## config.mk

```make
export PLATFORM = sky130hd
export DESIGN_NAME = sps_ctrl
export DESIGN_NICKNAME = d
export VERILOG_FILES = /design/src/sv/sps_pkg.sv /design/src/sv/sps_ctrl.sv
export SDC_FILE = /design/constraint.sdc
export NUM_CORES = 1
export LEC_CHECK = 0
export BUFFER_PORTS_ARGS = -buffer_cell sky130_fd_sc_hd__buf_2
export CAP_MARGIN = 20
export CORE_UTILIZATION = 45
export CTS_BUF_LIST = sky130_fd_sc_hd__clkbuf_4
export DETAILED_ROUTE_END_ITERATION = 12
export PLACE_DENSITY = 0.76
export SLEW_MARGIN = 5
export SYNTH_ARGS = -nofsm -noshare
export SYNTH_HDL_FRONTEND = slang
export SYNTH_SLANG_ARGS = --single-unit
```

## constraint.sdc

```tcl
create_clock -name clk_i -period 1.53 [get_ports clk_i]
set_input_delay 0.153 -clock clk_i [delete_from_list [all_inputs] [get_ports clk_i]]
set_output_delay 0.153 -clock clk_i [all_outputs]
set_load 0.005 [all_outputs]
```

## src/sv/sps_pkg.sv

```systemverilog
`timescale 1ns / 1ps
// Shared types, constants and datapath operation codes of the segmented prime sieve.
// Used by every module of the block except sps_ram; no dependencies.
package sps_pkg;

  localparam int VAL_W          = 17;
  localparam int LIM_W          = 16;
  localparam int IDX_W          = 13;
  localparam int MAX_LIMIT      = 65535;
  localparam int SEGMENT_SPAN   = 1000;
  localparam int SEGMENT_ODDS   = 500;
  localparam int TABLE_DEPTH    = 8192;
  localparam int NFLAGS         = (SEGMENT_ODDS < SEGMENT_SPAN / 2) ? SEGMENT_ODDS
                                                                    : SEGMENT_SPAN / 2;
  localparam int FLAG_AW        = $clog2(NFLAGS);
  localparam int J_W            = VAL_W + 1;
  localparam int DIV_CW         = $clog2(VAL_W + 1);

  localparam logic [VAL_W-1:0] MAX_LIM_V  = VAL_W'(MAX_LIMIT);
  localparam logic [VAL_W-1:0] SPAN_V     = VAL_W'(SEGMENT_SPAN);
  localparam logic [VAL_W-1:0] SEED_PRIME = VAL_W'(2);

  typedef enum logic [4:0] {
    OP_NONE,
    OP_LOAD,
    OP_SEG_BEGIN,
    OP_INIT,
    OP_T_START,
    OP_T_READ,
    OP_P_LOAD,
    OP_DIV_START,
    OP_DIV_STEP,
    OP_MUL,
    OP_J_START,
    OP_CROSS,
    OP_T_NEXT,
    OP_SCAN_START,
    OP_SCAN_READ,
    OP_SCAN_NEXT,
    OP_APPEND,
    OP_SEG_END,
    OP_ANS_READ,
    OP_RESPOND
  } dp_op_e;

  typedef struct packed {
    dp_op_e op;
  } cmd_t;

  typedef struct packed {
    logic need_ext;
    logic init_last;
    logic t_in;
    logic sq_ge_end;
    logic div_last;
    logic j_in;
    logic flag_set;
    logic full;
    logic scan_last;
  } status_t;

endpackage

```

## src/sv/sps_ctrl.sv

```systemverilog
`timescale 1ns / 1ps
// Sequencer of the segmented prime sieve: issues one datapath operation per cycle.
// Depends on sps_pkg.
module sps_ctrl (
  input  logic              clk_i,
  input  logic              rst_ni,
  input  logic              start_i,
  input  sps_pkg::status_t  status_i,
  output sps_pkg::cmd_t     cmd_o,
  output logic              busy_o
);
  import sps_pkg::*;

  typedef enum logic [3:0] {
    S_IDLE, S_CHECK, S_INIT, S_TSTART, S_TRD, S_PLD, S_PCHK, S_DIV,
    S_MUL, S_JST, S_XOLD, S_SRD, S_STEST, S_XNEW, S_RESP
  } state_e;

  state_e state_q, state_d;
  dp_op_e op;

  // Pick the operation and the next state
  always_comb begin
    state_d = state_q;
    op      = OP_NONE;
    case (state_q)
      S_IDLE: begin
        if (start_i) begin
          op      = OP_LOAD;
          state_d = S_CHECK;
        end
      end
      S_CHECK: begin
        if (status_i.need_ext) begin
          op      = OP_SEG_BEGIN;
          state_d = S_INIT;
        end else begin
          op      = OP_ANS_READ;
          state_d = S_RESP;
        end
      end
      S_INIT: begin
        op = OP_INIT;
        if (status_i.init_last) state_d = S_TSTART;
      end
      S_TSTART: begin
        op      = OP_T_START;
        state_d = S_TRD;
      end
      S_TRD: begin
        if (status_i.t_in) begin
          op      = OP_T_READ;
          state_d = S_PLD;
        end else begin
          op      = OP_SCAN_START;
          state_d = S_SRD;
        end
      end
      S_PLD: begin
        op      = OP_P_LOAD;
        state_d = S_PCHK;
      end
      S_PCHK: begin
        if (status_i.sq_ge_end) begin
          op      = OP_SCAN_START;
          state_d = S_SRD;
        end else begin
          op      = OP_DIV_START;
          state_d = S_DIV;
        end
      end
      S_DIV: begin
        op = OP_DIV_STEP;
        if (status_i.div_last) state_d = S_MUL;
      end
      S_MUL: begin
        op      = OP_MUL;
        state_d = S_JST;
      end
      S_JST: begin
        op      = OP_J_START;
        state_d = S_XOLD;
      end
      S_XOLD: begin
        if (status_i.j_in) begin
          op = OP_CROSS;
        end else begin
          op      = OP_T_NEXT;
          state_d = S_TRD;
        end
      end
      S_SRD: begin
        op      = OP_SCAN_READ;
        state_d = S_STEST;
      end
      S_STEST: begin
        if (status_i.flag_set && status_i.full) begin
          op      = OP_SEG_END;
          state_d = S_CHECK;
        end else if (status_i.flag_set) begin
          op      = OP_APPEND;
          state_d = S_XNEW;
        end else if (status_i.scan_last) begin
          op      = OP_SEG_END;
          state_d = S_CHECK;
        end else begin
          op      = OP_SCAN_NEXT;
          state_d = S_SRD;
        end
      end
      S_XNEW: begin
        if (status_i.j_in) begin
          op = OP_CROSS;
        end else if (status_i.scan_last) begin
          op      = OP_SEG_END;
          state_d = S_CHECK;
        end else begin
          op      = OP_SCAN_NEXT;
          state_d = S_SRD;
        end
      end
      S_RESP: begin
        op      = OP_RESPOND;
        state_d = S_IDLE;
      end
      default: state_d = S_IDLE;
    endcase
  end

  // Hold state
  always_ff @(posedge clk_i or negedge rst_ni) begin
    if (!rst_ni) begin
      state_q <= S_IDLE;
    end else begin
      state_q <= state_d;
    end
  end

  assign cmd_o.op = op;
  assign busy_o   = state_q != S_IDLE;

endmodule

```

-- Word-level counts from Yosys, hierarchy flattened
Cells that the tools add are included.
- register bits: 4
- input bits: 12
- output and inout port bits: 6
- logic and storage cells: 46
- eq/ne operators: 19
- mux-type cells: 22
- reduce and logical (&&, ||, !) cells: 4
- operators by type and width (kind ; number):
    $pmux W5 S15 ; 1
    $pmux W4 S14 ; 1
    $mux W4 ; 13
    $eq A4 B4 Y1 const B ; 7
    $mux W5 ; 5
    $eq A4 B3 Y1 const B ; 4
    $ne A2 B2 Y1 const B ; 5
    $eq A4 B2 Y1 const B ; 2
    $reduce_and A5 Y1 ; 1
    $eq A4 B1 Y1 const B ; 1
    $logic_not A4 Y1 ; 1
    $reduce_bool A4 Y1 ; 1
    $mux W3 ; 1
    $logic_and A1 B1 Y1 ; 1
    $mux W1 ; 1

-- Logic depth before layout (Yosys ltp)
Gate-level depths: netlist (run 1).
- depth in word-level cells: 4
- gate-level depth with buffers: 7
- depth with buffers taken out: 5

-- Least setup slack after synthesis (run 1)
Ideal clock, no wire load.
- path type: reg2reg
- start: register state_q[0]
- end: register state_q[2]
- library setup time: 0.125 ns
- arrival: 1.303 ns
- data required time: 1.405 ns
- path slack: 0.102 ns
- stages on the path, launching flop included: 7
- buffers on the path: 1
- period minus slack after synthesis: 1.428 ns
- path through: dfrtp_1 buf_6 and2_1 nand3_1 a21oi_1 a31o_2 mux2_4
- cells in the longest elaborated chain, start to end: 3
- elaborated cells between the ends (all ways): 21
- those cells by class: eq/ne: 18; mux: 1; reduce/logical: 2
- ends and longest elaborated chain (what ; line ; text):
    start, declared ; sps_ctrl.sv:19 ; state_e state_q, state_d;
    start signal, assigned ; sps_ctrl.sv:135 ; state_q <= state_d;
    $eq A4 B2 Y1 (tied with other cells) ; sps_ctrl.sv:26 ; case (state_q)
    $ne A2 B2 Y1 (no source line) ; -- ;
    $reduce_and A5 Y1 (no source line) ; -- ;
Parallel ways exist; a longest one is shown, timed or not.
A chain may end at the register's enable or synchronous reset.

==> results.json, run 1 <==
{
  "post_synth_inst_count": 95,
  "cp_slowest_cell": "sky130_fd_sc_hd__dfrtp_2",
  "dominant_combinational_cell_family_by_area_after_synthesis": "compound AO/OA/AOI/OAI gates",
  "setup_violations": 6,
  "timing.critical_path.fanout_max": 6,
  "placer_congestion_estimate": 0.831,
  "worstSkewPairLatency_ns": 0.23,
  "grt.met1_usage_pct": 34.9,
  "routed_wl_um": 2080,
  "post_drt_wl_per_cell_um": 14.7,
  "busiest_layer_in_global_routing": "met2",
  "cts.path.max_buffers": 2,
  "ys_warn_count": 0,
  "post_synth_xor_area_fraction_pct": 0,
  "initial_antenna_violation_count": 0,
  "groute.layer.met2.usage_pct": 47.9,
  "report.final.slew_viol_count": 0,
  "floorplan.core_area_um2": 1190,
  "ant_nets": 0,
  "ir_worst_vdd_uv": 1400,
  "critical_path.cell_chain": "buf_6 > a31o_4 > a221o_1 > o21ai_1 > buf_2",
  "timing.critical_path.from_type": "flip-flop",
  "min-delay-path-class": "in -> async",
  "max_freq_ghz": 0.608,
  "std_cell_rows": 12,
  "power_per_cell_area_nw_per_um2": 2390,
  "die_w_um": 39.0,
  "numCtsBuffers": 3,
  "swShare_pct": 45.6,
  "relSlewSlack_pct": 78.4,
  "fin_ws_ns": -0.114,
  "r2r_setup_slack_ns": -0.07,
  "number_of_flip_flops_under_the_largest_register_name": 4,
  "synth-edff-count": 0,
  "violations": "setup timing",
  "cts.reportedPaths.clkPinSlew_ns": 0.04,
  "grt_pass1_vias": 696,
  "worst_slew_pin_slew_ns": 0.322,
  "result_of_the_run": "finished, violations left",
  "asyncSetResetFlopFracSynth_pct": 100,
  "flow.area_growth_from_synthesis_pct": 52.1,
  "port-buffer-count": 17,
  "fp.dieH_um": 39.0,
  "cellInternalPower_mw": 1.22,
  "leakagePower_nw": 0.445,
  "die_area_um2": 1520,
  "drt-initial-drc-count": 57,
  "critical_path_required_ns": 1.38,
  "synth_compound_area_share_pct": 37.5,
  "synth_fp_nets": 107,
  "synth.ff_latch_count": 4,
  "synth_mux_area_share_pct": 5.68,
  "totalPowerFinal_mw": 2.24,
  "cts.root.buffer_cell": "sky130_fd_sc_hd__clkbuf_4",
  "vias": 844,
  "synth.yosys.seq_area_share_pct": 16.2,
  "layout_utilization_pct": 79.1,
  "globalRouteMet3Util_pct": 7.51,
  "timing.setup.critical_path_class": "reg -> out",
  "final_cells": 141,
  "post_synth_num_cell_types": 34,
  "layout_top_registers": "state_q: 4 flops",
  "antenna_cells_inserted": 0,
  "combPwrFrac_pct": 82.5,
  "wire_length_of_the_first_global_routing_pass_um": 2920,
  "p_seq_share_pct": 11.5,
  "power.share.clock_pct": 5.9,
  "largest_stage_delay_worst_path_ns": 0.44,
  "drive_above_1_share_pct": 44.9,
  "synth-main-ff-cell": "sky130_fd_sc_hd__dfrtp_1",
  "post-route-min-period_ns": 1.64,
  "pin_count": 18,
  "grt_overflow": 0,
  "total_switching_power_mw": 1.02,
  "max_flop_register": "state_q",
  "cap_violations": 0,
  "nets": 141,
  "layout_worst_path_cycle_share_pct": 107,
  "critical_path.n_buffers_inverters": 2,
  "timing_hold_violations_final": 0,
  "residual_drc_count": 0,
  "endpoint_type_of_the_worst_setup_path": "primary output",
  "drtPass1Iterations": 4,
  "yosys.area_share.adder_pct": 0,
  "cts_tree": "built",
  "avgViaCountPerCell": 5.99,
  "place.detailed.instances": 129,
  "grt.total_usage_pct": 28.6,
  "syn_area_um2": 617,
  "grt_setup_unrepaired": "yes",
  "initial_utilization_pct": 52.0,
  "post_synth.cell_area_avg_um2": 6.49,
  "pin_count_of_the_biggest_net_entering_global_routing": 13,
  "finClkSkew_ns": 0.000629,
  "dp.final_hpwl_um": 1300,
  "critical_path.top_delay_family": "compound AO/OA/AOI/OAI gates",
  "cts.sink_count": 4,
  "cp_data_arrival_time_ns": 1.49,
  "clock_h_tree_levels": 1,
  "setup_tns_ns": -0.381,
  "synthSimpleGateAreaFrac_pct": 29.4
}
==> path summary, 6_finish.rpt <==
path	from	to	cells after the start
worst max-delay path	state_q[0]	cmd_o[1]	5
worst min-delay path	rst_ni	state_q[2]	2
worst max register to register	state_q[1]	state_q[2]	6
worst min register to register	state_q[3]	state_q[3]	2
max in group asynchronous	rst_ni	state_q[3]	2
min in group clk_i	status_i[3]	state_q[3]	3
==> synthesized netlist by cell type, types with 2 or more instances <==
master                     number  share of area, %
sky130_fd_sc_hd__nand2_1       13               7.9
sky130_fd_sc_hd__o21ai_0       12               9.7
sky130_fd_sc_hd__a21oi_1       11               8.9
sky130_fd_sc_hd__nor2_1         9               5.5
sky130_fd_sc_hd__buf_2          7               5.7
sky130_fd_sc_hd__dfrtp_1        4                16
sky130_fd_sc_hd__inv_1          4               2.4
sky130_fd_sc_hd__nand2b_1       4               4.1
sky130_fd_sc_hd__nand3_1        3               2.4
sky130_fd_sc_hd__a31o_2         2               2.8
sky130_fd_sc_hd__mux2i_1        2               3.2
sky130_fd_sc_hd__nor3_1         2               1.6
==> worst reg2reg max path, cell delays in order, from the launching register on <==
cell and delay, ns:
sky130_fd_sc_hd__dfrtp_2 0.42, sky130_fd_sc_hd__buf_4 0.16, sky130_fd_sc_hd__buf_4 0.13, sky130_fd_sc_hd__nand2_1 0.05, sky130_fd_sc_hd__o21ai_0 0.12, sky130_fd_sc_hd__a31o_2 0.30
sky130_fd_sc_hd__mux2_4 0.29
==> repair_timing <==
item | 4_1_cts | 5_1_grt
pin swaps | 2 | 1
gates cloned | 0 | 0
setup endpoints to repair | 6 | 8
endpoints found under the hold margin | 4 | 0
hold buffers | 1 | 0
buffers inserted | 5 | 3
resized for setup | 16 | 8
==> metrics by stage <==
step           instance area (µm²)  hold WS (ns)  setup slack, ns
6_report                       938         0.241           -0.114
5_1_grt                        938         0.244           -0.184
4_1_cts                        886         0.240           -0.118
3_5_place_dp                   759       -0.0384           0.0151
3_3_place_gp                   759       -0.0413           0.0233
2_1_floorplan                  617        -0.143            0.102
==> cell type report <==
| cell class | count | area (µm²) |
|---|---|---|
| Fill cell | 77 | 248 |
| Multi-Input combinational cell | 77 | 498 |
| Timing Repair Buffer | 38 | 277 |
| Tap cell | 14 | 17.5 |
| Sequential cell | 4 | 105 |
| Inverter | 5 | 18.8 |
| Clock buffer | 3 | 22.5 |
==> per-layer routing <==
layer  up-vias  routed length, µm
met5         -                  0
met2        62                973
met1       373                842
met3         8                196
li1        401                  -
met4         0                 65
==> power by group through the flow <==
stage,Combinational (mW),Clock (mW),Sequential (mW)
floorplan,1.02,0,0.178
global placement,1.36,0,0.260
detailed placement,1.36,0,0.264
CTS,1.64,0.135,0.248
global route,1.99,0.149,0.270
finish,1.85,0.133,0.259
==> layout by cell type, fill, tap and decap left out, types with 2 or more instances in the layout <==
cell type / synthesis / final
sky130_fd_sc_hd__inv_1: 4 / 4
sky130_fd_sc_hd__nand2_1: 13 / 13
sky130_fd_sc_hd__nor2_1: 9 / 9
sky130_fd_sc_hd__buf_2: 7 / 17
sky130_fd_sc_hd__o21ai_1: 1 / 6
sky130_fd_sc_hd__nand2b_1: 4 / 2
sky130_fd_sc_hd__nand3_1: 3 / 3
sky130_fd_sc_hd__buf_6: 1 / 5
sky130_fd_sc_hd__dfrtp_2: 0 / 4
sky130_fd_sc_hd__o21ai_0: 12 / 6
sky130_fd_sc_hd__clkbuf_4: 0 / 3
sky130_fd_sc_hd__nand2b_4: 1 / 3
sky130_fd_sc_hd__buf_4: 0 / 14
sky130_fd_sc_hd__a21oi_1: 11 / 10
sky130_fd_sc_hd__mux2i_1: 2 / 2
==> kinds of logic after synthesis <==
group	after synthesis
AO/OA/AOI/OAI	37
buffers and inverters	14
flip-flops	4
multiplexers	3
AND/OR/NAND/NOR	37
(Power assumes the default switching activity.)
==> run 2, diff against run 1 <==
--- a/config.mk
+++ b/config.mk
@@ -10,7 +10,7 @@
 export CORE_UTILIZATION = 45
 export CTS_BUF_LIST = sky130_fd_sc_hd__clkbuf_4
 export DETAILED_ROUTE_END_ITERATION = 12
-export PLACE_DENSITY = 0.76
+export PLACE_DENSITY = 0.73
 export SLEW_MARGIN = 5
 export SYNTH_ARGS = -nofsm -noshare
 export SYNTH_HDL_FRONTEND = slang
==> constraint.sdc (replaced) <==
create_clock -name clk_i -period 1.9 [get_ports clk_i]
set_input_delay 0.19 -clock clk_i [delete_from_list [all_inputs] [get_ports clk_i]]
set_output_delay 0.19 -clock clk_i [all_outputs]
set_load 0.005 [all_outputs]
==> run 2 against run 1 <==
Compared with the run above: the run now ends clean; wire length fell by 25%; via count fell by 12%; global-route usage fell by 5.8 points; sequential share of layout area rose by 2.5 points; design area fell by 18%; non-clock buffer count fell by 13; setup slack improved by 0.21 ns; die area did not move; largest power group unchanged.
==> results.json, run 2 (synthesis results as in run 1) <==
{
  "result_of_the_run": "finished, final reports clean",
  "pin_count": 18,
  "numCtsBuffers": 3,
  "critical_path.cell_chain": "buf_6 > a31o_2 > a221o_1 > o21ai_0 > buf_2",
  "critical_path_required_ns": 1.71,
  "post-route-min-period_ns": 1.81,
  "setup_tns_ns": 0,
  "combPwrFrac_pct": 73.8,
  "critical_path.n_buffers_inverters": 2,
  "timing.critical_path.fanout_max": 15,
  "most_frequent_cells_in_the_layout": "sky130_fd_sc_hd__buf_2 (17), sky130_fd_sc_hd__nand2_1 (13), sky130_fd_sc_hd__o21ai_0 (12)",
  "swShare_pct": 48.7,
  "ant_nets": 0,
  "cts.root.buffer_cell": "sky130_fd_sc_hd__clkbuf_4",
  "residual_drc_count": 0,
  "ir_worst_vdd_uv": 1120,
  "flow.area_growth_from_synthesis_pct": 24.5,
  "dp.final_hpwl_um": 1160,
  "initial_antenna_violation_count": 0,
  "port-buffer-count": 17,
  "clock_h_tree_levels": 1,
  "max_flop_register": "state_q",
  "cts.sink_count": 4,
  "worst_hold_slack_ns": 0.261,
  "layout_commonest_cell": "sky130_fd_sc_hd__buf_2",
  "grt_overflow": 0,
  "finClkSkew_ns": 0.00480,
  "initial_utilization_pct": 52.0,
  "max_freq_ghz": 0.554,
  "avgViaCountPerCell": 5.78,
  "cts.reportedPaths.clkPinSlew_ns": 0.04,
  "cp_slowest_cell": "sky130_fd_sc_hd__dfrtp_2",
  "critical_path.top_delay_family": "compound AO/OA/AOI/OAI gates",
  "largest_stage_delay_worst_path_ns": 0.48,
  "post_drt_wl_per_cell_um": 12.2,
  "fp.dieH_um": 39.0,
  "cts.path.max_buffers": 2,
  "nets": 128,
  "die_area_um2": 1520,
  "worstSkewPairLatency_ns": 0.24,
  "drt-initial-drc-count": 8,
  "layout_worst_path_cycle_share_pct": 95.1,
  "pin_count_of_the_biggest_net_entering_global_routing": 16,
  "cap_violations": 0,
  "antenna_cells_inserted": 0,
  "grt_pass1_vias": 569,
  "worst_slew_pin_slew_ns": 0.261,
  "placer_congestion_estimate": 0.842,
  "power.share.clock_pct": 7.8,
  "wire_length_of_the_first_global_routing_pass_um": 2420,
  "cts_tree": "built",
  "routed_wl_um": 1560,
  "cellInternalPower_mw": 0.707,
  "min-delay-path-class": "in -> reg",
  "total_switching_power_mw": 0.670,
  "timing.setup.critical_path_class": "reg -> out",
  "grt_setup_unrepaired": "no",
  "floorplan.core_area_um2": 1190,
  "timing_hold_violations_final": 0,
  "relSlewSlack_pct": 82.6,
  "std_cell_rows": 12,
  "timing.critical_path.from_type": "flip-flop",
  "leakagePower_nw": 0.351,
  "number_of_flip_flops_under_the_largest_register_name": 4,
  "vias": 740,
  "drtPass1Iterations": 4,
  "drive_above_1_share_pct": 32.5,
  "layout_top_registers": "state_q: 4 flops",
  "grt.total_usage_pct": 22.8,
  "die_w_um": 39.0,
  "endpoint_type_of_the_worst_setup_path": "primary output",
  "setup_violations": 0,
  "power_per_cell_area_nw_per_um2": 1790,
  "report.final.slew_viol_count": 0,
  "cp_data_arrival_time_ns": 1.62,
  "p_seq_share_pct": 18.4
}
[run 2: cell count changes in the layout (fill, tap and decap cells not counted), sizes merged]
cell  before  now
buf       37   24
[run 2: per-stage QoR]
step                      area, µm²  setup WS (ns)  power, mW  instances  util (%)
after CTS                       739        0.00427       1.31        126      62.3
final                           768         0.0934       1.38        128      64.8
after global routing            768         0.0368       1.51        128      64.8
after global placement          707          0.266       1.19        122      59.6
after detailed placement        707          0.262       1.19        122      59.6
after floorplan                 617          0.472      0.962         95         -
[run 2: worst paths after layout]
check	from	to	slack (ns)	depth (start not counted)
max in group asynchronous	rst_ni	state_q[1]	1.47	2
setup reg to reg	state_q[0]	state_q[2]	0.30	6
hold reg to reg	state_q[3]	state_q[3]	0.68	2
min in group asynchronous	rst_ni	state_q[3]	0.29	2
hold / removal	status_i[3]	state_q[3]	0.26	3
setup / recovery	state_q[2]	cmd_o[1]	0.09	5
[run 2: final cells by class]
type	count	area, µm²
Timing Repair Buffer	25	151
Tap cell	14	17.5
Sequential cell	4	105
Inverter	5	18.8
Clock buffer	3	22.5
Multi-Input combinational cell	77	453
Fill cell	127	418
[run 2: power by group through the flow]
| stage | logic [mW] | registers [mW] | clock network, mW |
|---|---|---|---|
| final | 1.02 | 0.254 | 0.107 |
| after global routing | 1.12 | 0.266 | 0.116 |
| after CTS | 0.945 | 0.253 | 0.111 |
| after detailed placement | 0.939 | 0.254 | 0 |
| after global placement | 0.936 | 0.251 | 0 |
| after floorplan | 0.819 | 0.143 | 0 |
[run 2: routing by layer]
metal | vias up | part of all wire (%) | global-route usage (%)
li1 | 376 | - | -
met1 | 340 | 51 | 31.1
met2 | 24 | 44 | 37.1
met3 | 0 | 5.3 | 5.20
met4 | 0 | 0 | 2.59
met5 | - | 0 | 0
[run 2: what timing repair did]
| action | in CTS | in global routing |
|---|---|---|
| gates resized for setup | 0 | 6 |
| setup endpoints to repair | 0 | 3 |
| hold endpoints to repair | 4 | 0 |
| hold buffers | 1 | 0 |
| setup buffers | 0 | 2 |
[run 2: tightest hold or removal path, cell delays in order]
cell and delay (ns):
sky130_fd_sc_hd__buf_2 0.13, sky130_fd_sc_hd__nand3_1 0.08, sky130_fd_sc_hd__o21ai_1 0.06
